==> src/hdl/srcc_pkg.sv <==
// Shared types, constants and the CRC-8 step for the sensor reply checker.
// Used by srcc_conv and sensor_reply_check_convert; depends on nothing else.
`default_nettype none

package srcc_pkg;

    // Byte position inside one three-byte sensor reply.
    typedef enum logic [1:0] {
        POS_HIGH  = 2'd0,
        POS_LOW   = 2'd1,
        POS_CHECK = 2'd2
    } t_pos;

    // One finished reply handed to the conversion pipeline.
    typedef struct packed {
        logic [13:0] raw;     // raw word with the two status bits dropped
        logic        humid;   // 1: humidity, 0: temperature
        logic        bad;     // checksum mismatch
    } t_conv_item;

    localparam logic [7:0]  CRC_POLY    = 8'h31;
    localparam logic [14:0] TEMP_GAIN   = 15'd17572;
    localparam logic [14:0] HUM_GAIN    = 15'd12500;
    // Offsets already scaled by 100 * 65536.
    localparam logic [30:0] TEMP_OFFSET = 31'd307036160;
    localparam logic [30:0] HUM_OFFSET  = 31'd39321600;
    // floor(q / 100) == (q * RECIP_100) >> RECIP_SHIFT for every q below 16384.
    localparam logic [12:0] RECIP_100   = 13'd5243;
    localparam int          RECIP_SHIFT = 19;

    // One CRC-8 byte update, MSB first, no final xor.
    function automatic logic [7:0] crc8_step(input logic [7:0] crc, input logic [7:0] b);
        logic [7:0] c;
        c = crc ^ b;
        for (int i = 0; i < 8; i++) begin
            if (c[7]) begin
                c = {c[6:0], 1'b0} ^ CRC_POLY;
            end else begin
                c = {c[6:0], 1'b0};
            end
        end
        return c;
    endfunction

endpackage

`default_nettype wire

==> src/hdl/srcc_conv.sv <==
// Conversion pipeline: raw sensor word to signed whole degrees or percent.
// Three register stages with per-stage valid; depends on srcc_pkg.
`default_nettype none

module srcc_conv (
    input  wire                      i_clk,
    input  wire                      i_rst_n,
    input  wire                      i_valid,
    output logic                     o_ready,
    input  wire srcc_pkg::t_conv_item i_item,
    output logic                     o_valid,
    input  wire                      i_ready,
    output logic signed [8:0]        o_reading,
    output logic                     o_checksum_bad
);
    import srcc_pkg::*;

    // Stage A: gain times raw word.
    logic        r_va;
    logic [30:0] r_prod;
    logic        r_humid_a;
    logic        r_bad_a;
    // Stage B: magnitude divided by 65536, with its sign.
    logic        r_vb;
    logic [13:0] r_quot;
    logic        r_neg_b;
    logic        r_bad_b;
    // Output register.
    logic        r_vo;
    logic signed [8:0] r_reading;
    logic        r_bad_o;

    logic        adv_o;
    logic        adv_b;
    logic        adv_a;

    logic [14:0] gain;
    logic [30:0] n_prod;
    logic signed [31:0] diff;
    logic [31:0] mag;
    logic [26:0] scaled;
    logic [7:0]  whole;
    logic signed [8:0] n_reading;

    assign adv_o   = !r_vo || i_ready;
    assign adv_b   = !r_vb || adv_o;
    assign adv_a   = !r_va || adv_b;
    assign o_ready = adv_a;

    always_comb begin
        gain   = i_item.humid ? HUM_GAIN : TEMP_GAIN;
        n_prod = 31'(gain) * 31'({i_item.raw, 2'b00});
    end

    always_comb begin
        diff = $signed({1'b0, r_prod}) -
               $signed({1'b0, (r_humid_a ? HUM_OFFSET : TEMP_OFFSET)});
        mag  = diff[31] ? 32'(-diff) : 32'(diff);
    end

    always_comb begin
        scaled = 27'(r_quot) * 27'(RECIP_100);
        whole  = scaled[RECIP_SHIFT +: 8];
        if (r_bad_b) begin
            n_reading = '0;
        end else if (r_neg_b) begin
            n_reading = -$signed({1'b0, whole});
        end else begin
            n_reading = $signed({1'b0, whole});
        end
    end

    always_ff @(posedge i_clk) begin
        if (!i_rst_n) begin
            r_va <= 1'b0;
            r_vb <= 1'b0;
            r_vo <= 1'b0;
        end else begin
            if (adv_a) begin
                r_va <= i_valid;
            end
            if (adv_b) begin
                r_vb <= r_va;
            end
            if (adv_o) begin
                r_vo <= r_vb;
            end
        end
    end

    always_ff @(posedge i_clk) begin
        if (adv_a && i_valid) begin
            r_prod    <= n_prod;
            r_humid_a <= i_item.humid;
            r_bad_a   <= i_item.bad;
        end
        if (adv_b && r_va) begin
            r_quot  <= mag[29:16];
            r_neg_b <= diff[31];
            r_bad_b <= r_bad_a;
        end
        if (adv_o && r_vb) begin
            r_reading <= n_reading;
            r_bad_o   <= r_bad_b;
        end
    end

    assign o_valid        = r_vo;
    assign o_reading      = r_reading;
    assign o_checksum_bad = r_bad_o;

endmodule

`default_nettype wire

==> src/hdl/sensor_reply_check_convert.sv <==
// Top level: sensor reply byte collector with CRC-8 check and unit conversion.
// Depends on srcc_pkg and srcc_conv.
`default_nettype none

// Channel   Direction  Handshake                 Payload
// input     in         i_in_valid / o_in_ready   i_reply_byte, i_measure_humidity
// output    out        o_out_valid / i_out_ready o_reading, o_checksum_bad
//
// One byte beat is accepted per cycle while the pipeline has room.
// Only the checksum beat of a reply yields a result: the beat loads the reply
// register, then the gain multiply into stage A, the offset subtract and scale
// into stage B, and the reciprocal multiply into the output register follow in
// order. Each stage holds its own valid bit, so a stalled output does not stop
// intake until every stage is full.
// Reset is synchronous and active low; it clears the byte position, the CRC and
// all valid bits.

module sensor_reply_check_convert (
    input  wire               i_clk,
    input  wire               i_rst_n,
    input  wire               i_in_valid,
    output logic              o_in_ready,
    input  wire  [7:0]        i_reply_byte,
    input  wire               i_measure_humidity,
    output logic              o_out_valid,
    input  wire               i_out_ready,
    output logic signed [8:0] o_reading,
    output logic              o_checksum_bad
);
    import srcc_pkg::*;

    // Reply collection state.
    t_pos       r_pos;
    t_pos       n_pos;
    logic [7:0] r_crc;
    logic [7:0] n_crc;
    logic [7:0] r_high;
    logic [7:0] r_low;

    // Finished reply waiting for the conversion pipeline.
    logic       r_item_valid;
    t_conv_item r_item;
    t_conv_item n_item;

    logic       conv_ready;
    logic       in_beat;
    logic [7:0] crc_upd;

    assign o_in_ready = !r_item_valid || conv_ready;
    assign in_beat    = i_in_valid && o_in_ready;
    assign crc_upd    = crc8_step(r_crc, i_reply_byte);

    // Next byte position. A beat moves high -> low -> checksum -> high.
    always_comb begin
        n_pos = r_pos;
        if (in_beat) begin
            unique case (r_pos)
                POS_HIGH:  n_pos = POS_LOW;
                POS_LOW:   n_pos = POS_CHECK;
                POS_CHECK: n_pos = POS_HIGH;
                default:   n_pos = POS_HIGH;
            endcase
        end
    end

    // Per-position outputs: CRC update and the item for the pipeline.
    always_comb begin
        n_crc      = r_crc;
        n_item.raw   = {r_high, r_low[7:2]};
        n_item.humid = i_measure_humidity;
        n_item.bad   = (i_reply_byte != r_crc);
        unique case (r_pos)
            POS_HIGH:  n_crc = crc_upd;
            POS_LOW:   n_crc = crc_upd;
            POS_CHECK: n_crc = '0;
            default:   n_crc = '0;
        endcase
    end

    always_ff @(posedge i_clk) begin
        if (!i_rst_n) begin
            r_pos        <= POS_HIGH;
            r_crc        <= '0;
            r_high       <= '0;
            r_low        <= '0;
            r_item_valid <= 1'b0;
        end else begin
            if (in_beat) begin
                r_pos <= n_pos;
                r_crc <= n_crc;
                if (r_pos == POS_HIGH) begin
                    r_high <= i_reply_byte;
                end
                if (r_pos == POS_LOW) begin
                    r_low <= i_reply_byte;
                end
            end
            // The checksum beat loads a new item; otherwise the pipeline drains it.
            if (in_beat && r_pos == POS_CHECK) begin
                r_item_valid <= 1'b1;
            end else if (conv_ready) begin
                r_item_valid <= 1'b0;
            end
        end
    end

    always_ff @(posedge i_clk) begin
        if (in_beat && r_pos == POS_CHECK) begin
            r_item <= n_item;
        end
    end

    srcc_conv u_conv (
        .i_clk          (i_clk),
        .i_rst_n        (i_rst_n),
        .i_valid        (r_item_valid),
        .o_ready        (conv_ready),
        .i_item         (r_item),
        .o_valid        (o_out_valid),
        .i_ready        (i_out_ready),
        .o_reading      (o_reading),
        .o_checksum_bad (o_checksum_bad)
    );

    // A failed checksum always comes out with a zero reading.
    a_bad_zero: assert property (@(posedge i_clk) disable iff (!i_rst_n)
        o_out_valid && o_checksum_bad |-> o_reading == 9'sd0)
        else $error("checksum failure with nonzero reading");

    // The checksum beat restarts the CRC and hands an item to the pipeline.
    a_check_beat: assert property (@(posedge i_clk) disable iff (!i_rst_n)
        in_beat && r_pos == POS_CHECK |=> r_crc == 8'h00 && r_item_valid && r_pos == POS_HIGH)
        else $error("checksum beat did not close the reply");

    // Data beats never create a pipeline item.
    a_data_beat: assert property (@(posedge i_clk) disable iff (!i_rst_n)
        in_beat && r_pos != POS_CHECK && !r_item_valid |=> !r_item_valid)
        else $error("item created by a data beat");

endmodule

`default_nettype wire
==> config.mk <==
export PLATFORM = sky130hd
export DESIGN_NAME = sensor_reply_check_convert
export DESIGN_NICKNAME = d
export VERILOG_FILES = /design/src/hdl/srcc_pkg.sv /design/src/hdl/srcc_conv.sv /design/src/hdl/sensor_reply_check_convert.sv
export SDC_FILE = /design/constraint.sdc
export NUM_CORES = 1
export LEC_CHECK = 0
export BUFFER_PORTS_ARGS = -buffer_cell sky130_fd_sc_hd__buf_2
export CAP_MARGIN = 20
export CORE_MARGIN = 3
export CORE_UTILIZATION = 60
export DETAILED_ROUTE_END_ITERATION = 6
export PLACE_DENSITY = 0.87
export SYNTH_ARGS = -nofsm -noshare
export SYNTH_HDL_FRONTEND = slang
export SYNTH_SLANG_ARGS = --single-unit
==> constraint.sdc <==
create_clock -name i_clk -period 7.7 [get_ports i_clk]
set_clock_uncertainty 0.2 [all_clocks]
set_input_delay 2.31 -clock i_clk [delete_from_list [all_inputs] [get_ports i_clk]]
set_output_delay 2.31 -clock i_clk [all_outputs]
set_load 0.01 [all_outputs]
* Word level (Yosys, flattened, before mapping)
Index checks and enable logic that the tools add are counted.
Word-level totals: word-level logic and storage cells 73, input port bits 13, output and inout port bits 12, bits in registers 103
Operators by class: mux-type cells 16, eq/ne operators 3, multipliers 2, bitwise operators 10, reductions and logical operators 19, $add $sub $neg 3
Operators by type and width (number):
- 6-bit 2-to-1 mux | 8
- 31-bit by 29-bit subtractor with 32-bit output | 1
- 30-bit 2-to-1 mux | 1
- 30-bit negation | 1
- 15-bit by 14-bit multiplier with 29-bit output | 1
- 29-bit 2-to-1 mux | 1
- 14-bit by 13-bit multiplier with 27-bit output (second input constant) | 1
- 3-bit inverter | 8
- 8-bit 2-to-1 mux | 2
- 15-bit 2-to-1 mux | 1
- 8-bit negation with 9-bit output | 1
- 8-bit != test | 1
- 8-bit XOR | 1
- 1-bit logical AND | 5
- 1-bit logical NOT | 4
- 1-bit logical OR | 4
- 2-bit one-hot mux with 2 select lines | 1
- 2-bit AND reduction | 2
- 2-bit OR reduction | 2
- 2-bit by 1-bit equality test with 1-bit output (second input constant) | 1
- 2-bit equality test (second input constant) | 1
- 2-bit logical NOT | 1
- 1-bit 2-to-1 mux | 2
- 2-bit nonzero test | 1
- 1-bit inverter | 1

* Depth between registers and ports, before layout
word-level depth 18, mapped depth 24, mapped depth without buffers 23

* Hierarchy
Synthesis repeated with hierarchy kept, for this count alone.
Second synthesis, totals: cell total of the unflattened synthesis 1128, area, all modules 11823.8 µm²
Modules (own cells, without submodules):
- srcc_conv | seq. area each 1711.6 µm², area each 10168.5 µm², instances 1, cells an instance 992
- sensor_reply_check_convert | seq. area each 980.9 µm², area each 1655.3 µm², instances 1, cells an instance 136

* Worst setup path before layout
Ideal clock, no wire load.
kind register to register, start register r_item[1] in the netlist's numbering, end register u_conv.r_prod[30] (data pin), required time 7.241 ns, clock period less this slack 6.145 ns, setup slack 1.555 ns, library setup time 0.259 ns, buffers on the path 1, arrival time 5.685 ns, cell stages (with the launch flop) 23, path through edfxtp_1 -> clkbuf_1 -> and2_1 -> or2_2 -> ha_1 -> fa_1 -> inv_1 -> fa_1 -> inv_1 -> fa_1 -> inv_1 -> fa_1 -> inv_1 -> ha_1 -> ha_1 -> a21oi_1 -> o21ai_0 -> and3_1 -> o21ai_0 -> o311ai_0 -> a311oi_1 -> a21oi_1 -> xnor2_1
Between the ends: cells in the longest elaborated chain, start to end 2
RTL lines:
- start: declaration | line sensor_reply_check_convert.sv:42 | t_conv_item r_item;
- start signal: assignment | line sensor_reply_check_convert.sv:109 | r_item <= n_item;
- 15-bit 2-to-1 mux | line srcc_conv.sv:51 | gain = i_item.humid ? HUM_GAIN : TEMP_GAIN;
- 15-bit by 14-bit multiplier with 29-bit output | line srcc_conv.sv:52 | n_prod = 31'(gain) * 31'({i_item.raw, 2'b00});
- via u_conv.n_prod[30] | line srcc_conv.sv:38 | logic [30:0] n_prod;
- end signal: assignment | line srcc_conv.sv:93 | r_prod <= n_prod;
- end: declaration | line srcc_conv.sv:20 | logic [30:0] r_prod;
The timed path passes the listed nets, and every way through them passes these cells. A chain may end at the register's enable or synchronous reset.

* Final worst setup path
Same ends and word-level chain as after synthesis.

==> flow_results.org <==
** Run status
- The run finished with clean final reports.

** Floorplan
- Number of cell rows :: 51
- The core region is 19600 um2.
- Full die area :: 21800 um2
- During I/O placement, the number of pins put on the boundary was 25.
- Die X :: 147 um
- The die is 147 um tall.
- Effective utilization at floorplan :: 61.3%

** Layout
- Ant diodes :: 0
- Fraction of layout cells with a size suffix above 1 :: 5.93%
- In the final layout, flip-flops and latches occupy 2690 um2.
- Summing all multi-input logic gate instances after layout gives 8370 um2.
- Fill cells in the final layout number 1422.
- At the end of the flow, the number of nets in the layout was 1554.
- Final design utilization :: 65.0%
- Excluding fillers, the count of instances in the completed layout stands at 1462.
- Compared with the post-synthesis result, the final layout area differs by 5.99%.

** Yosys
- In the synthesized netlist the async set-or-reset flop fraction comes to 0%.
- The Yosys step of the flow raised 0 warnings.
- Proportion of netlist area held by the largest area contributor :: 22.9%
- The mapped netlist covers 12000 um2.
- Synthesis inferred 99 register bits.
- Synthesized netlist cell count :: 1161
- Of all cell types, the one taking the most synthesized area is ha_1.
- Number of distinct library cell variants in the gate-level netlist after synthesis :: 72
- Yosys mapped a number of flops with a built-in enable equal to 71.
- After synthesis, flip-flops and latches occupy 22.4% of the total area.
- A synthesized cell averages 10.3 um2.
- Among all flip-flop cells after synthesis, the most frequent one is edfxtp_1.
- Ranked by total cell area, the synthesized netlist is headed by ha_1 23%, fa_1 22%, edfxtp_1 18%.

** Pwr
- Total power density per cell area :: 138 nW/um2
- IR drop worst, VDD :: 0.000190 V
- The analysis attributes to cell leakage a power of 0.00632 uW.

** Detailed routing
- Total wire length :: 23700 um
- For this run, the detailed router's first-pass iteration total came to 7.
- Summing over every cut layer, the via total after detailed routing is 8147.
- The detail route stage leaves a number of antenna-violating nets equal to 0.
- In this run, the number of DRC markers left after iteration 0 of detailed routing was 538.
- Number of vias per cell :: 5.57
- After detailed routing, the average wire length per cell comes to 16.2 um.
- Remaining routing DRC violations :: 0

** STA
- For the pin with the worst max-slew slack, the measured transition is 0.899 ns.
- The count of final max-slew check failures is 0.
- Setup repair after global routing left no endpoint under its margin.
- The worst path uses 87.8% of the clock period.
- Final setup violation count :: 0
- Worst rel slew slack :: 39.9%
- Based on the critical path, the design can be clocked at up to 0.148 GHz.
- Post-layout min period :: 6.76 ns
- Worst setup margin :: 0.941 ns
- Post-route setup TNS :: 0 ns
- The number of endpoints with negative hold slack in the final report came to 0.

** Run
- Across the run, the number of max-cap violations was 0.

** Clock network
- For the worst-skew pair, the clock arrives at the later sink with an insertion delay of 0.37 ns.
- Max Buffers Root-to-Sink :: 2
- Post-CTS Hold Buffers :: 0
- Number of post-CTS setup repair buffers :: 0
- The tree built by TritonCTS fans out to 99 sinks.
- Counting the buffers created by CTS gives 9.
- CTS placed an instance of clkbuf_16 at the clock tree root.
- TritonCTS built the clock tree.
- Clock-pin slew was measured on the worst setup and hold paths at 0.08 ns.
- After clock tree synthesis, the repair step resized 0 gates.
- The H-tree was split into 3 levels.

** Place
- Number of buffers added on ports :: 24
- Detailed Place HPWL :: 19800 um
- Dpl cells :: 1446
- Pre-CTS setup slack :: 1.03 ns
- The congestion estimate from routability-driven global placement came to 0.955.

** Setup path
- Nature of the critical path startpoint :: flop
- Worst Path Buf+Inv :: 4
- For this run, the slowest stage of the critical path takes 0.92 ns.
- The critical path is of the reg -> reg type.
- Data on the critical path is required at its endpoint by 7.61 ns.
- Along the worst path, the maximum fanout reaches 29.
- The worst setup path is captured at a flop.
- The signal on the critical path passes through nor2b_1, or2_2, ha_1, fa_1, inv_1, fa_1, inv_1, fa_1, inv_1, fa_1, inv_1, ha_1, ha_1, a21oi_1, o21ai_0, and3_1, o21ai_0, o311ai_0, a311oi_1, a21oi_1, xnor2_1.
- On the critical path the largest part of the delay comes from adder cells.
- The largest individual stage delay along the critical path comes from the cell edfxtp_1.
- Worst EP arrival :: 6.67 ns

** Global routing
- Initial antenna violation count :: 0
- Global routing consumed, over all layers together, 22.7% of the routing resources.
- Vias in the first global route :: 8694
- The first global-routing pass estimated 39800 um of wire.
- Largest net degree at the start of global routing :: 30
- After global routing the overflow that remains totals 0.

** Worst hold path
- The min-delay analysis places its worst path in the category reg -> reg.
-- synthesized netlist by cell type, types with 12 or more instances --
master and number:
o21ai_0 24, xor2_1 24, nor3_1 12, nor2b_1 38, nand2_1 47, fa_1 129
clkbuf_1 12, nand2b_1 12, ha_1 220, a21oi_1 32, xnor2_1 50, inv_1 236
nand3_1 15, nor2_1 36, edfxtp_1 71, dfxtp_1 28
-- layout by cell type, fill, tap and decap left out, types with 28 or more instances in the layout --
cell and n:
ha_1 220, dfxtp_1 28, edfxtp_1 71, a21oi_1 32, nor2_1 36, xnor2_1 50
inv_1 236, fa_1 129, nand2_1 47, nor2b_1 37
-- logic make-up (layout without fill, tap and decap cells) --
kind of cell,after synthesis,in the layout,synth area share [%]
xor+xnor,74,74,5.40
other cells,2,13,0.0625
buf+inv,256,281,8.30
simple gates,216,216,9.46
mux,13,13,1.10
compound gates,152,152,8.83
flops,99,99,22.4
fa+ha+maj,349,349,44.4
-- sequential cells by signal, summed over array words and instances, names as in the netlist --
name	cells
u_conv.r_prod	27
r_item	16
u_conv.r_quot	14
u_conv.o_reading	9
r_crc	8
r_high	8
r_low	6
r_pos	2
r_item_valid	1
u_conv.o_checksum_bad	1
u_conv.o_valid	1
u_conv.r_bad_a	1
u_conv.r_bad_b	1
u_conv.r_humid_a	1
u_conv.r_neg_b	1
u_conv.r_va	1
u_conv.r_vb	1
-- where the power goes --
group | switching (uW) | total, uW | internal (uW) | leakage, uW
Sequential | 17.5 | 632 | 614 | 0.000877
Combinational | 378 | 677 | 299 | 0.00530
Clock | 221 | 450 | 228 | 0.000145
Total | 616 | 1760 | 1140 | 0.00632
-- area by class of cell --
class / instances / area share (%)
Clock buffer: 9 / 1.77
Clock inverter: 7 / 0.560
Inverter: 237 / 6.99
Multi-Input combinational cell: 817 / 65.7
Sequential cell: 99 / 21.2
Tap cell: 265 / 2.60
Timing Repair Buffer: 28 / 1.18
-- path summary, 6_finish.rpt --
path,startpoint,to,slack (ns),depth (start not counted)
worst max register to register,r_item[1],u_conv.r_prod[30],0.94,21
worst min register to register,r_high[1],r_item[9],0.24,0
worst min-delay path,r_high[1],r_item[9],0.24,0
worst max-delay path,r_item[1],u_conv.r_prod[30],0.94,21
-- through the flow --
step | area [um2] | hold WS [ns] | total power, uW
global route | 12700 | 0.241 | 1870
finish | 12700 | 0.239 | 1760
CTS | 12700 | 0.238 | 1770
global placement | 12400 | 0.206 | 1280
floorplan | 12100 | 0.200 | 1180
detailed placement | 12400 | 0.218 | 1310
-- routing by layer --
| layer | part of all wire (%) | track usage [%] |
|---|---|---|
| met4 | 3.9 | 10.3 |
| met2 | 53 | 41.6 |
| met1 | 40 | 26.1 |
| met5 | 0 | 0 |
| met3 | 3.4 | 3.53 |
(Power assumes the default switching activity.)
